--- src/sv/first_fit_block_allocator_core_macros.svh ---
// assertion macros shared by the allocator rtl
// expects clk and arst_n in the scope of each use
`ifndef FIRST_FIT_BLOCK_ALLOCATOR_CORE_MACROS_SVH
`define FIRST_FIT_BLOCK_ALLOCATOR_CORE_MACROS_SVH

// condition holds at every edge out of reset
`define FFBA_ASSERT_ALWAYS(lbl, cond, msg) \
	lbl: assert property (@(posedge clk) disable iff (!arst_n) (cond)) else $error(msg);

// same-cycle implication
`define FFBA_ASSERT_IMP(lbl, ante, cons, msg) \
	lbl: assert property (@(posedge clk) disable iff (!arst_n) (ante) |-> (cons)) else $error(msg);

// next-cycle implication
`define FFBA_ASSERT_NXT(lbl, ante, cons, msg) \
	lbl: assert property (@(posedge clk) disable iff (!arst_n) (ante) |=> (cons)) else $error(msg);

`endif

--- src/sv/ffba_pkg.sv ---
// shared types and codes of the first-fit allocator
// no dependencies
package ffba_pkg;

	localparam int DATA_W = 32;
	localparam int CALC_W = 34;
	localparam int STAT_W = 3;

	// command codes
	localparam logic CMD_ALLOC = 1'b0;
	localparam logic CMD_FREE  = 1'b1;

	// status codes
	localparam logic [STAT_W-1:0] ST_OK      = 3'd0;
	localparam logic [STAT_W-1:0] ST_ZERO    = 3'd1;
	localparam logic [STAT_W-1:0] ST_NOSPACE = 3'd2;
	localparam logic [STAT_W-1:0] ST_FULL    = 3'd3;
	localparam logic [STAT_W-1:0] ST_INVAL   = 3'd4;

	// register indexes (byte address bit 2)
	localparam logic REG_HEAP_START = 1'b0;
	localparam logic REG_HEAP_END   = 1'b1;

	// search token walking the cell row
	typedef struct packed {
		logic              act;
		logic              cmd;
		logic [CALC_W-1:0] key;
		logic              hit;
		logic              was_free;
		logic [DATA_W-1:0] hit_addr;
	} probe_t;

endpackage

--- src/sv/ffba_cell.sv ---
// one table entry of the allocator and its stage of the search row
// depends on ffba_pkg
module ffba_cell #(
	parameter int IDX  = 0,
	parameter int CNTW = 7
) (
	input  logic                        clk,
	input  logic                        arst_n,
	input  logic [CNTW-1:0]             count,
	input  logic                        wr_en,
	input  logic [ffba_pkg::DATA_W-1:0] wr_addr,
	input  logic [ffba_pkg::DATA_W-1:0] wr_bytes,
	input  ffba_pkg::probe_t            probe_in,
	output ffba_pkg::probe_t            probe_out
);

	logic [ffba_pkg::DATA_W-1:0] addr_q;
	logic [ffba_pkg::DATA_W-1:0] bytes_q;
	logic                        free_q;
	ffba_pkg::probe_t            probe_q;
	ffba_pkg::probe_t            probe_d;

	logic in_range;
	logic fit;
	logic same_addr;
	logic match;

	assign in_range  = CNTW'(IDX) < count;
	assign fit       = free_q && ({2'b00, bytes_q} >= probe_in.key);
	assign same_addr = {2'b00, addr_q} == probe_in.key;
	assign match     = probe_in.act && !probe_in.hit && in_range &&
		((probe_in.cmd == ffba_pkg::CMD_FREE) ? same_addr : fit);

	// token handed on, marked with this entry on a match
	always_comb begin
		probe_d = probe_in;
		if (match) begin
			probe_d.hit      = 1'b1;
			probe_d.was_free = free_q;
			probe_d.hit_addr = addr_q;
		end
	end

	always_ff @(posedge clk or negedge arst_n) begin
		if (!arst_n) begin
			free_q  <= 1'b0;
			probe_q <= '0;
		end else begin
			probe_q <= probe_d;
			if (wr_en && count == CNTW'(IDX)) begin
				free_q <= 1'b0;
			end else if (match) begin
				// alloc takes the block, free releases it if it was in use
				free_q <= (probe_in.cmd == ffba_pkg::CMD_FREE);
			end
		end
	end

	always_ff @(posedge clk) begin
		if (wr_en && count == CNTW'(IDX)) begin
			addr_q  <= wr_addr;
			bytes_q <= wr_bytes;
		end
	end

	assign probe_out = probe_q;

endmodule

--- config.mk ---
export PLATFORM = sky130hd
export DESIGN_NAME = ffba_cell
export DESIGN_NICKNAME = d
export VERILOG_FILES = /design/src/sv/first_fit_block_allocator_core_macros.svh /design/src/sv/ffba_pkg.sv /design/src/sv/ffba_cell.sv
export SDC_FILE = /design/constraint.sdc
export NUM_CORES = 1
export LEC_CHECK = 0
export BUFFER_PORTS_ARGS = -buffer_cell sky130_fd_sc_hd__buf_2
export CORE_MARGIN = 1.5
export CORE_UTILIZATION = 49
export CTS_CLUSTER_DIAMETER = 40
export CTS_CLUSTER_SIZE = 10
export DETAILED_ROUTE_END_ITERATION = 6
export GPL_TIMING_DRIVEN = 0
export PLACE_DENSITY = 0.8
export SKIP_CTS_REPAIR_TIMING = 1
export SYNTH_ARGS = -nofsm -noshare
export SYNTH_HDL_FRONTEND = slang
export SYNTH_SLANG_ARGS = --single-unit
--- constraint.sdc ---
create_clock -name clk -period 3.4 [get_ports clk]
set_input_delay 0.34 -clock clk [delete_from_list [all_inputs] [get_ports clk]]
set_output_delay 0.34 -clock clk [all_outputs]
set_load 0.01 [all_outputs]
### Yosys cells after proc, flatten, opt, wreduce, memory -nomap -nowiden

Index checks and enable logic that the tools add are counted.
Widths: inputs -> output; s select.

* word-level logic and storage cells: 24
* output and inout bits: 70
* input port bits: 144
* bits in registers: 135

* reduce and logical (&&, ||, !) cells: 8
* magnitude comparators: 2
* muxes and demuxes: 4
* equality and inequality tests: 1

Operators by type and width (count)
* $eq 32x34->1: 1
* $ge 32x34->1: 1
* $mux 34: 1
* $logic_not 7->1: 1
* $lt 1x7->1 const A: 1
* $logic_and 1x1->1: 5
* $mux 1: 3
* $reduce_bool 2->1: 1
* $logic_not 1->1: 1

### Logic depth before layout (Yosys ltp)

Gate-level depths: netlist of run 1.

* depth after elaboration: 6
* mapped depth: 11
* mapped depth without buffers: 9

### Worst setup path after synthesis of run 1

OpenSTA, ideal clock, no wires.

* kind: input to register
* start point: input port count[2]
* end point: register addr_q[0] in the netlist's numbering, enable pin
* library setup time: 430 ps
* path buffers: 0
* required time: 2970 ps
* arrival: 2615 ps
* path slack: 356 ps
* stages: 3
* path through: or4_1 nor4_1 and2_1

* word-level cells in the longest chain between the ends: 2

Ends and longest elaborated chain
* from (decl): line ffba_cell.sv:9 `input logic [CNTW-1:0] count,`
* $logic_not 7->1: line ffba_cell.sv:60 `if (wr_en && count == CNTW'(IDX)) begin`
* $logic_and 1x1->1: line ffba_cell.sv:60
* to (signal assigned): line ffba_cell.sv:61 `addr_q <= wr_addr;`
* to (decl): line ffba_cell.sv:17 `logic [ffba_pkg::DATA_W-1:0] addr_q;`

No other way between the ends.
A chain may end at the register's enable or synchronous reset.

==> results of run 1 <==
## cell type report
cell class	count	area share
sequential	135	0.4409
timing repair buffer	313	0.2467
multi-input combinational	169	0.1890
clock buffer	21	0.05593
clock inverter	11	0.02297
tap	140	0.02088
inverter	34	0.01521
buffer	4	0.008501
## cell usage in the layout (no fill, tap or decap), drive strengths merged, types with 2 or more instances in the layout
cell | synthesis | routed
buf | 4 | 217
clkinv | 0 | 3
nor3 | 2 | 2
clkbuf | 0 | 21
mux2 | 32 | 32
o21a | 2 | 2
a21oi | 14 | 14
dfrtp | 71 | 71
nand3 | 5 | 5
a211o | 2 | 2
or4 | 3 | 3
edfxtp | 64 | 64
xor2 | 28 | 28
nand2b | 2 | 2
nand2 | 6 | 6
o21ai | 6 | 6
inv | 34 | 35
a21o | 3 | 3
xnor2 | 4 | 4
nor4 | 8 | 8
nand4 | 6 | 6
ha | 32 | 32
dlygate4sd3 | 0 | 100
bufinv | 0 | 5
nor2 | 4 | 4
clkinvlp | 0 | 2
## worst paths after layout
kind                            depth (start not counted)                      end                 start
worst max-delay path                                   13  probe_out[17]$_DFF_PN0_          probe_in[37]
worst min-delay path                                    1  probe_out[45]$_DFF_PN0_                arst_n
worst max register to register                         10  probe_out[17]$_DFF_PN0_  bytes_q[3]$_DFFE_PP_
worst min register to register                          1  probe_out[26]$_DFF_PN0_  addr_q[26]$_DFFE_PP_
max in group asynchronous                               1  probe_out[23]$_DFF_PN0_                arst_n
min in group clk                                        2  probe_out[33]$_DFF_PN0_          probe_in[33]
## worst register-to-register path: cells and delay by family, from the launching register on
kind	cells	cell delay (ns)
compound gates	6	1.56
mux	1	0.32
fa+ha+maj	1	0.32
flops	1	0.38
buf+inv	2	0.35
## Yosys cell counts, types with 2 or more instances
cell | number | share of area
mux2_2 | 3 | 0.0062
nand4_1 | 6 | 0.0069
dfrtp_1 | 71 | 0.32
nor3_1 | 2 | 0.0018
mux2_4 | 29 | 0.079
nand2b_1 | 2 | 0.0023
a21oi_1 | 14 | 0.013
buf_12 | 3 | 0.011
nor4_1 | 7 | 0.0080
o21ai_0 | 6 | 0.0055
nor2_1 | 4 | 0.0027
nand2_1 | 6 | 0.0041
xor2_1 | 28 | 0.045
or4_1 | 3 | 0.0041
nand3_1 | 5 | 0.0046
a21o_1 | 3 | 0.0041
a211o_1 | 2 | 0.0032
inv_1 | 34 | 0.023
o21a_1 | 2 | 0.0027
xnor2_1 | 4 | 0.0064
edfxtp_1 | 64 | 0.35
ha_1 | 32 | 0.073
## power by group through the flow
| stage | Combinational, uW | Clock, uW | Sequential, uW |
|---|---|---|---|
| CTS | 295 | 2050 | 1770 |
| floorplan | 82.8 | 0 | 1830 |
| detailed placement | 291 | 0 | 1800 |
| global route | 428 | 2130 | 1780 |
| global placement | 281 | 0 | 1800 |
| finish | 393 | 2040 | 1770 |
## per-layer routing
| layer | routed length [um] | global-route usage | vias to the layer above | share of wire |
|---|---|---|---|---|
| met2 | 8644 | 0.3962 | 187 | 0.54 |
| met4 | 625 | 0.1306 | 2 | 0.039 |
| met1 | 5871 | 0.2687 | 2040 | 0.36 |
| met5 | 11 | 0 | - | 0.00068 |
| li1 | - | - | 1893 | - |
| met3 | 954 | 0.07531 | 51 | 0.059 |
## registers in the layout, indices dropped and copies added (netlist names)
register   count
free_q         1
addr_q        32
bytes_q       32
probe_out     70
## per-stage QoR
step | hold WS (ns) | std cells | setup slack (ns) | util | setup TNS [ns]
floorplan | 0.04441 | 342 | 0.3555 | - | 0
CTS | -0.07604 | 727 | 0.3917 | 0.6786 | 0
global route | 0.01190 | 827 | 0.01798 | 0.7705 | 0
finish | -0.04383 | 827 | 0.1513 | 0.7705 | 0
detailed placement | 0.4833 | 695 | 0.1949 | 0.6178 | 0
global placement | 0.4623 | 695 | -0.6065 | 0.6173 | -38.94
## kinds of logic (layout without fill, tap and decap cells)
group | after synthesis | in the layout | share of synthesized area
XOR/XNOR | 32 | 32 | 0.05114
flip-flops | 135 | 135 | 0.6749
adder cells (fa/ha/maj) | 32 | 32 | 0.07306
multiplexers | 32 | 32 | 0.08562
buffers and inverters | 38 | 383 | 0.03630
AND/OR/NAND/NOR | 41 | 41 | 0.04361
AO/OA/AOI/OAI | 32 | 32 | 0.03539
==> out/results.ini, run 1 <==
[worst_setup_path]
critPathKind = input pin to register
critPathMostFrequentCell = a211o_1
worstPathArrival_ns = 3.66
critical_path.top_delay_family = compound AO/OA/AOI/OAI gates
critPathSlowestCell = dlygate4sd3_1
critPathLaunchType = input pin
rrSetupSlack_ns = 0.35
crit_path_end_kind = register
slowest_delay_ns = 0.54
required_ns = 3.82
path_max_fanout = 10
path_cells = dlygate4sd3_1 -> buf_2 -> inv_1 -> ha_1 -> a211o_1 -> a21oi_1 -> o21ai_0 -> a211o_1 -> a211oi_1 -> o21a_1 -> buf_6 -> buf_12 -> mux2_4
crit_buf_inv = 5

[final_layout]
final_nets = 850
syn2layout_area_growth_pct = 53.08
n_fill_cell = 636
multi_input_area_um2 = 1585
drive_gt1_frac = 0.4134
regArea_um2 = 3699
design_area_um2 = 8389
n_antenna_cell = 0

[clock_tree]
cts.sinks = 135
clk_pin_slew_ns = 0.06
cts_buffers = 17
clockBufferDepth = 2
cts_tree = built
clk-insertion-delay-late_ns = 0.54
clock-root-buffer = clkbuf_8
cts_max_level = 4

[placement]
dp_hpwl_mm = 9.710
io_buffer_count = 213
routabilityCongestion = 0.7775
place_area_um2 = 6726

[outcome]
violations = negative hold slack
status = finished, violations left

[power_and_ir_drop]
power.internal_uw = 3322
irDropWorstVdd_v = 0.0004055
p_sw_frac = 0.2096
power.switching_uw = 881.1
p_clk_frac = 0.485
combPwrFrac = 0.093
cellPowerDensity_nw_per_um2 = 501.0
power.total_uw = 4203
seqPwrFrac = 0.422
leakagePower_uw = 0.003992

[die]
die_y_um = 108.8
start_util = 0.5033
core_area_um2 = 10890
die_w_um = 108.8
row_count = 38
dieArea_um2 = 11830
num_io_pins = 214

[sta]
maxSlewViolCount = 0
finalHoldViolCount = 71
period_needed_ns = 3.249
skew_ns = 0.006951
finalSetupViolCount = 0
slew_headroom = 0.3688
fmax_mhz = 307.8
rsz0062_at_grt = no
fin_hold_ws_ns = -0.04383
fin_crit_sh = 0.9555
worst_pin_slew_ns = 0.9467

[synthesis]
synth_edf_count = 64
ys_ff_latch = 135
ys_async_sr_fraction = 0.5259
syn_nets = 518
synthDistinctLibCells = 34
seq_area_frac_synth = 0.6749
syn-cell-area_um2 = 5480
yosysWarnings = 0
synth-main-ff-cell = dfrtp_1
syn_area_per_cell_um2 = 16.02
syn_inst = 342

[detailed_routing]
viasPerCell = 5.046
ant_nets = 0
first_iter_violations = 159
wl_mm = 16.11
vias = 4173
drt-pass1-iter-count = 4
drc = 0
wire_per_inst_um = 19.48

[global_routing]
grt_max_degree = 72
grt_pass1_wl_mm = 19.73
grt_usage = 0.2366
grt_pass1_vias = 3810
antenna_found_initial = 1
grt-ovfl-total = 0

[worst_hold_path]
hp-class = input pin to async pin

[flow_run]
drv_cap = 0

Note: power is estimated with default switching activity, not from simulation.
==> inputs of run 2 (changes only) <==
==> constraint.sdc (replaced) <==
create_clock -name clk -period 3.4 [get_ports clk]
set_input_delay 0.17 -clock clk [delete_from_list [all_inputs] [get_ports clk]]
set_output_delay 0.17 -clock clk [all_outputs]
set_load 0.01 [all_outputs]
==> out/results.ini, run 2 (same netlist as run 1, synthesis figures left out) <==
[worst_setup_path]
critPathKind = input pin to register
r2r_cells = 10
critPathLaunchType = input pin
crit_path_end_kind = register
path_max_fanout = 10
required_ns = 3.82
worstPathArrival_ns = 3.47

[clock_tree]
clock-root-buffer = clkbuf_8
cts_buffers = 17
clk_pin_slew_ns = 0.06
clk-insertion-delay-late_ns = 0.54
clockBufferDepth = 2
cts_max_level = 4
cts_tree = built
cts.sinks = 135

[placement]
dp_slack_ns = 0.3649
dp_hpwl_mm = 9.710
io_buffer_count = 213
place_inst = 695
routabilityCongestion = 0.7775

[sta]
maxSlewViolCount = 0
slew_headroom = 0.3769
finalHoldViolCount = 0
fin_crit_sh = 0.8962
fmax_mhz = 328.2
fin_ws_ns = 0.3528
finalSetupViolCount = 0
period_needed_ns = 3.047
worst_pin_slew_ns = 0.9347
setup-tns-final_ns = 0
skew_ns = 0.01141
rsz0062_at_grt = no

[final_layout]
drive_gt1_frac = 0.3934
final_cells = 864
regArea_um2 = 3699
multi_input_area_um2 = 1585
n_fill_cell = 583
final_nets = 885
syn2layout_area_growth_pct = 59.57
final_cell_mix = buf_2, dlygate4sd3_1, dfrtp_1
largest_reg_flops = 70
final_common_cell = buf_2

[global_routing]
grt_max_degree = 72
antenna_found_initial = 2
grt-ovfl-total = 0
grt_pass1_vias = 3810
grt_usage = 0.2366
grt_pass1_wl_mm = 19.73

[power_and_ir_drop]
irDropWorstVdd_v = 0.0004224
leakagePower_uw = 0.004138
power.total_uw = 4255
cellPowerDensity_nw_per_um2 = 486.6

[worst_hold_path]
min_path_cells = 2
hp-class = input pin to register

[die]
start_util = 0.5033
dieArea_um2 = 11830
die_y_um = 108.8
core_area_um2 = 10890
die_w_um = 108.8
row_count = 38
num_io_pins = 214

[detailed_routing]
first_iter_violations = 166
wl_mm = 17.13
drt-pass1-iter-count = 4
vias = 4317
wire_per_inst_um = 19.83
ant_nets = 0
drc = 0
viasPerCell = 4.997

[outcome]
status = completed

[flow_run]
drv_cap = 0

run 2: through the flow:
stage | utilization | instance area [um2] | hold slack (ns)
after floorplan | - | 5480 | -0.1256
after global placement | 0.6173 | 6721 | 0.2923
final | 0.8031 | 8745 | 0.3114
after detailed placement | 0.6178 | 6726 | 0.3133
after global routing | 0.8031 | 8745 | 0.3059
after CTS | 0.6786 | 7388 | -0.2460
run 2: final cells by class:
type / count / area share
repair buffers: 348 / 0.2767
inverters: 34 / 0.01459
well taps: 140 / 0.02003
multi-input cells: 169 / 0.1813
plain buffers: 4 / 0.008156
flip-flops and latches: 135 / 0.4230
diodes: 2 / 0.0005723
clock inverters: 11 / 0.02203
clock buffers: 21 / 0.05366
run 2: power breakdown:
group / internal, uW / switching [uW]
logic: 246 / 183
registers: 1760 / 13.9
clock network: 1350 / 708
run 2: path summary, 6_finish.rpt:
kind,from,endpoint,slack (ns)
worst max-delay path,probe_in[37],probe_out[13]$_DFF_PN0_,0.35
worst min-delay path,probe_in[55],probe_out[55]$_DFF_PN0_,0.31
worst max register to register,bytes_q[3]$_DFFE_PP_,probe_out[13]$_DFF_PN0_,0.40
worst min register to register,addr_q[26]$_DFFE_PP_,probe_out[26]$_DFF_PN0_,0.53
max in group asynchronous,arst_n,probe_out[57]$_DFF_PN0_,2.45
min in group asynchronous,arst_n,probe_out[3]$_DFF_PN0_,0.33
run 2: routing by layer:
| layer | part of all wire | GRT usage |
|---|---|---|
| met2 | 0.54 | 0.3962 |
| met5 | 0 | 0 |
| met3 | 0.065 | 0.07531 |
| met4 | 0.043 | 0.1306 |
| met1 | 0.35 | 0.2687 |
run 2: worst max-delay path, cell delays in order:
cell and delay [ns]:
dlygate4sd3_1 0.54, buf_2 0.17, inv_1 0.07, ha_1 0.33
a211o_1 0.30, a21oi_1 0.11, o21ai_0 0.16, a211o_1 0.35
a211oi_1 0.40, o21a_1 0.21, buf_6 0.16, buf_12 0.18
mux2_4 0.31
==> inputs of run 3 (changes only) <==
--- a/config.mk
+++ b/config.mk
@@ -9,10 +9,11 @@
 export CORE_MARGIN = 1.5
 export CORE_UTILIZATION = 49
 export CTS_CLUSTER_DIAMETER = 40
-export CTS_CLUSTER_SIZE = 10
+export CTS_CLUSTER_SIZE = 12
 export DETAILED_ROUTE_END_ITERATION = 6
 export GPL_TIMING_DRIVEN = 0
 export PLACE_DENSITY = 0.8
+export RECOVER_POWER = 50
 export SKIP_CTS_REPAIR_TIMING = 1
 export SYNTH_ARGS = -nofsm -noshare
 export SYNTH_HDL_FRONTEND = slang
==> out/results.ini, run 3 (same netlist as run 1, synthesis figures left out) <==
[global_routing]
grt-ovfl-total = 0
use_met2 = 0.3962
grt_usage = 0.2366
top_usage_layer = met2
grt_pass1_vias = 3810
grt_max_degree = 72
grt_pass1_wl_mm = 19.73
antenna_found_initial = 2
use_met3 = 0.07531
met1_usage = 0.2687

[worst_setup_path]
path_max_fanout = 10
critPathKind = input pin to register
critPathLaunchType = input pin
crit_path_end_kind = register
worstPathArrival_ns = 3.46
required_ns = 3.82

[sta]
fin_crit_sh = 0.8944
slew_headroom = -0.2166
worst_pin_slew_ns = 1.825
period_needed_ns = 3.041
setup-tns-final_ns = 0
fin_ws_ns = 0.3589
rsz0062_at_grt = no
finalHoldViolCount = 0
finalSetupViolCount = 0
maxSlewViolCount = 72
fmax_mhz = 328.8
skew_ns = 0.01005

[clock_tree]
clk_pin_slew_ns = 0.06
cts_max_level = 4
cts_tree = built
clk-insertion-delay-late_ns = 0.54
clockBufferDepth = 2
cts.sinks = 135
cts_buffers = 17
clock-root-buffer = clkbuf_8

[die]
die_y_um = 108.8
num_io_pins = 214
start_util = 0.5033
dieArea_um2 = 11830
die_w_um = 108.8
row_count = 38
core_area_um2 = 10890

[detailed_routing]
wire_per_inst_um = 19.84
viasPerCell = 4.990
wl_mm = 17.14
drc = 0
first_iter_violations = 143
vias = 4311
drt-pass1-iter-count = 4
ant_nets = 0

[power_and_ir_drop]
cellPowerDensity_nw_per_um2 = 488.1
irDropWorstVdd_v = 0.0004227
power.total_uw = 4245
leakagePower_uw = 0.004039

[final_layout]
n_fill_cell = 611
final_common_cell = buf_2
final_cell_mix = buf_2, dlygate4sd3_1, dfrtp_1
largest_reg_flops = 70
syn2layout_area_growth_pct = 58.70
multi_input_area_um2 = 1585
design_area_um2 = 8697
final_nets = 885
regArea_um2 = 3699
drive_gt1_frac = 0.3435

[placement]
io_buffer_count = 213
dp_hpwl_mm = 9.710
dp_slack_ns = 0.3649
routabilityCongestion = 0.7775
place_area_um2 = 6726

[flow_run]
drv_cap = 1

[outcome]
status = finished, violations left
violations = max-capacitance violations, max-slew violations

[worst_hold_path]
hp-class = input pin to register

## run 3: cell type report
cell class	instances	area share
flip-flops and latches	135	0.4253
repair buffers	348	0.2728
multi-input cells	169	0.1823
clock buffers	21	0.05395
clock inverters	11	0.02216
well taps	140	0.02014
inverters	34	0.01467
plain buffers	4	0.008200
diodes	2	0.0005755
## run 3: metal layers
metal | vias to the layer above | part of all wire
met5 | - | 0
met1 | 2074 | 0.36
met4 | 0 | 0.042
met2 | 216 | 0.54
li1 | 1962 | -
met3 | 59 | 0.061
## run 3: final timing paths
| check | from | end | slack (ns) | depth (start not counted) |
|---|---|---|---|---|
| max reg2reg | bytes_q[3]$_DFFE_PP_ | probe_out[13]$_DFF_PN0_ | 0.41 | 10 |
| min reg2reg | addr_q[26]$_DFFE_PP_ | probe_out[26]$_DFF_PN0_ | 0.53 | 1 |
| max in group asynchronous | arst_n | probe_out[57]$_DFF_PN0_ | 1.62 | 2 |
| max | probe_in[37] | probe_out[13]$_DFF_PN0_ | 0.36 | 13 |
| min in group asynchronous | arst_n | probe_out[3]$_DFF_PN0_ | 0.69 | 2 |
| min | wr_bytes[6] | bytes_q[6]$_DFFE_PP_ | 0.34 | 2 |
## run 3: power by group
group	internal [uW]	total (uW)	switching [uW]
registers	1760	1770	13.9
logic	239	422	184
clock network	1350	2050	705
total	3340	4240	902
## run 3: critical path, cell delays in order
cell and delay (ns):
dlygate4sd3_1 0.55, buf_2 0.17, inv_1 0.07, ha_1 0.33
a211o_1 0.30, a21oi_1 0.11, o21ai_0 0.16, a211o_1 0.34
a211oi_1 0.39, o21a_1 0.21, buf_6 0.16, buf_12 0.18
mux2_4 0.31
## run 3: metrics by stage
stage	utilization	instances	hold WS, ns
after floorplan	-	342	-0.1256
after global placement	0.6173	695	0.2923
after detailed placement	0.6178	695	0.3133
after CTS	0.6786	727	-0.2460
after global routing	0.7988	864	0.3248
final	0.7988	864	0.3441
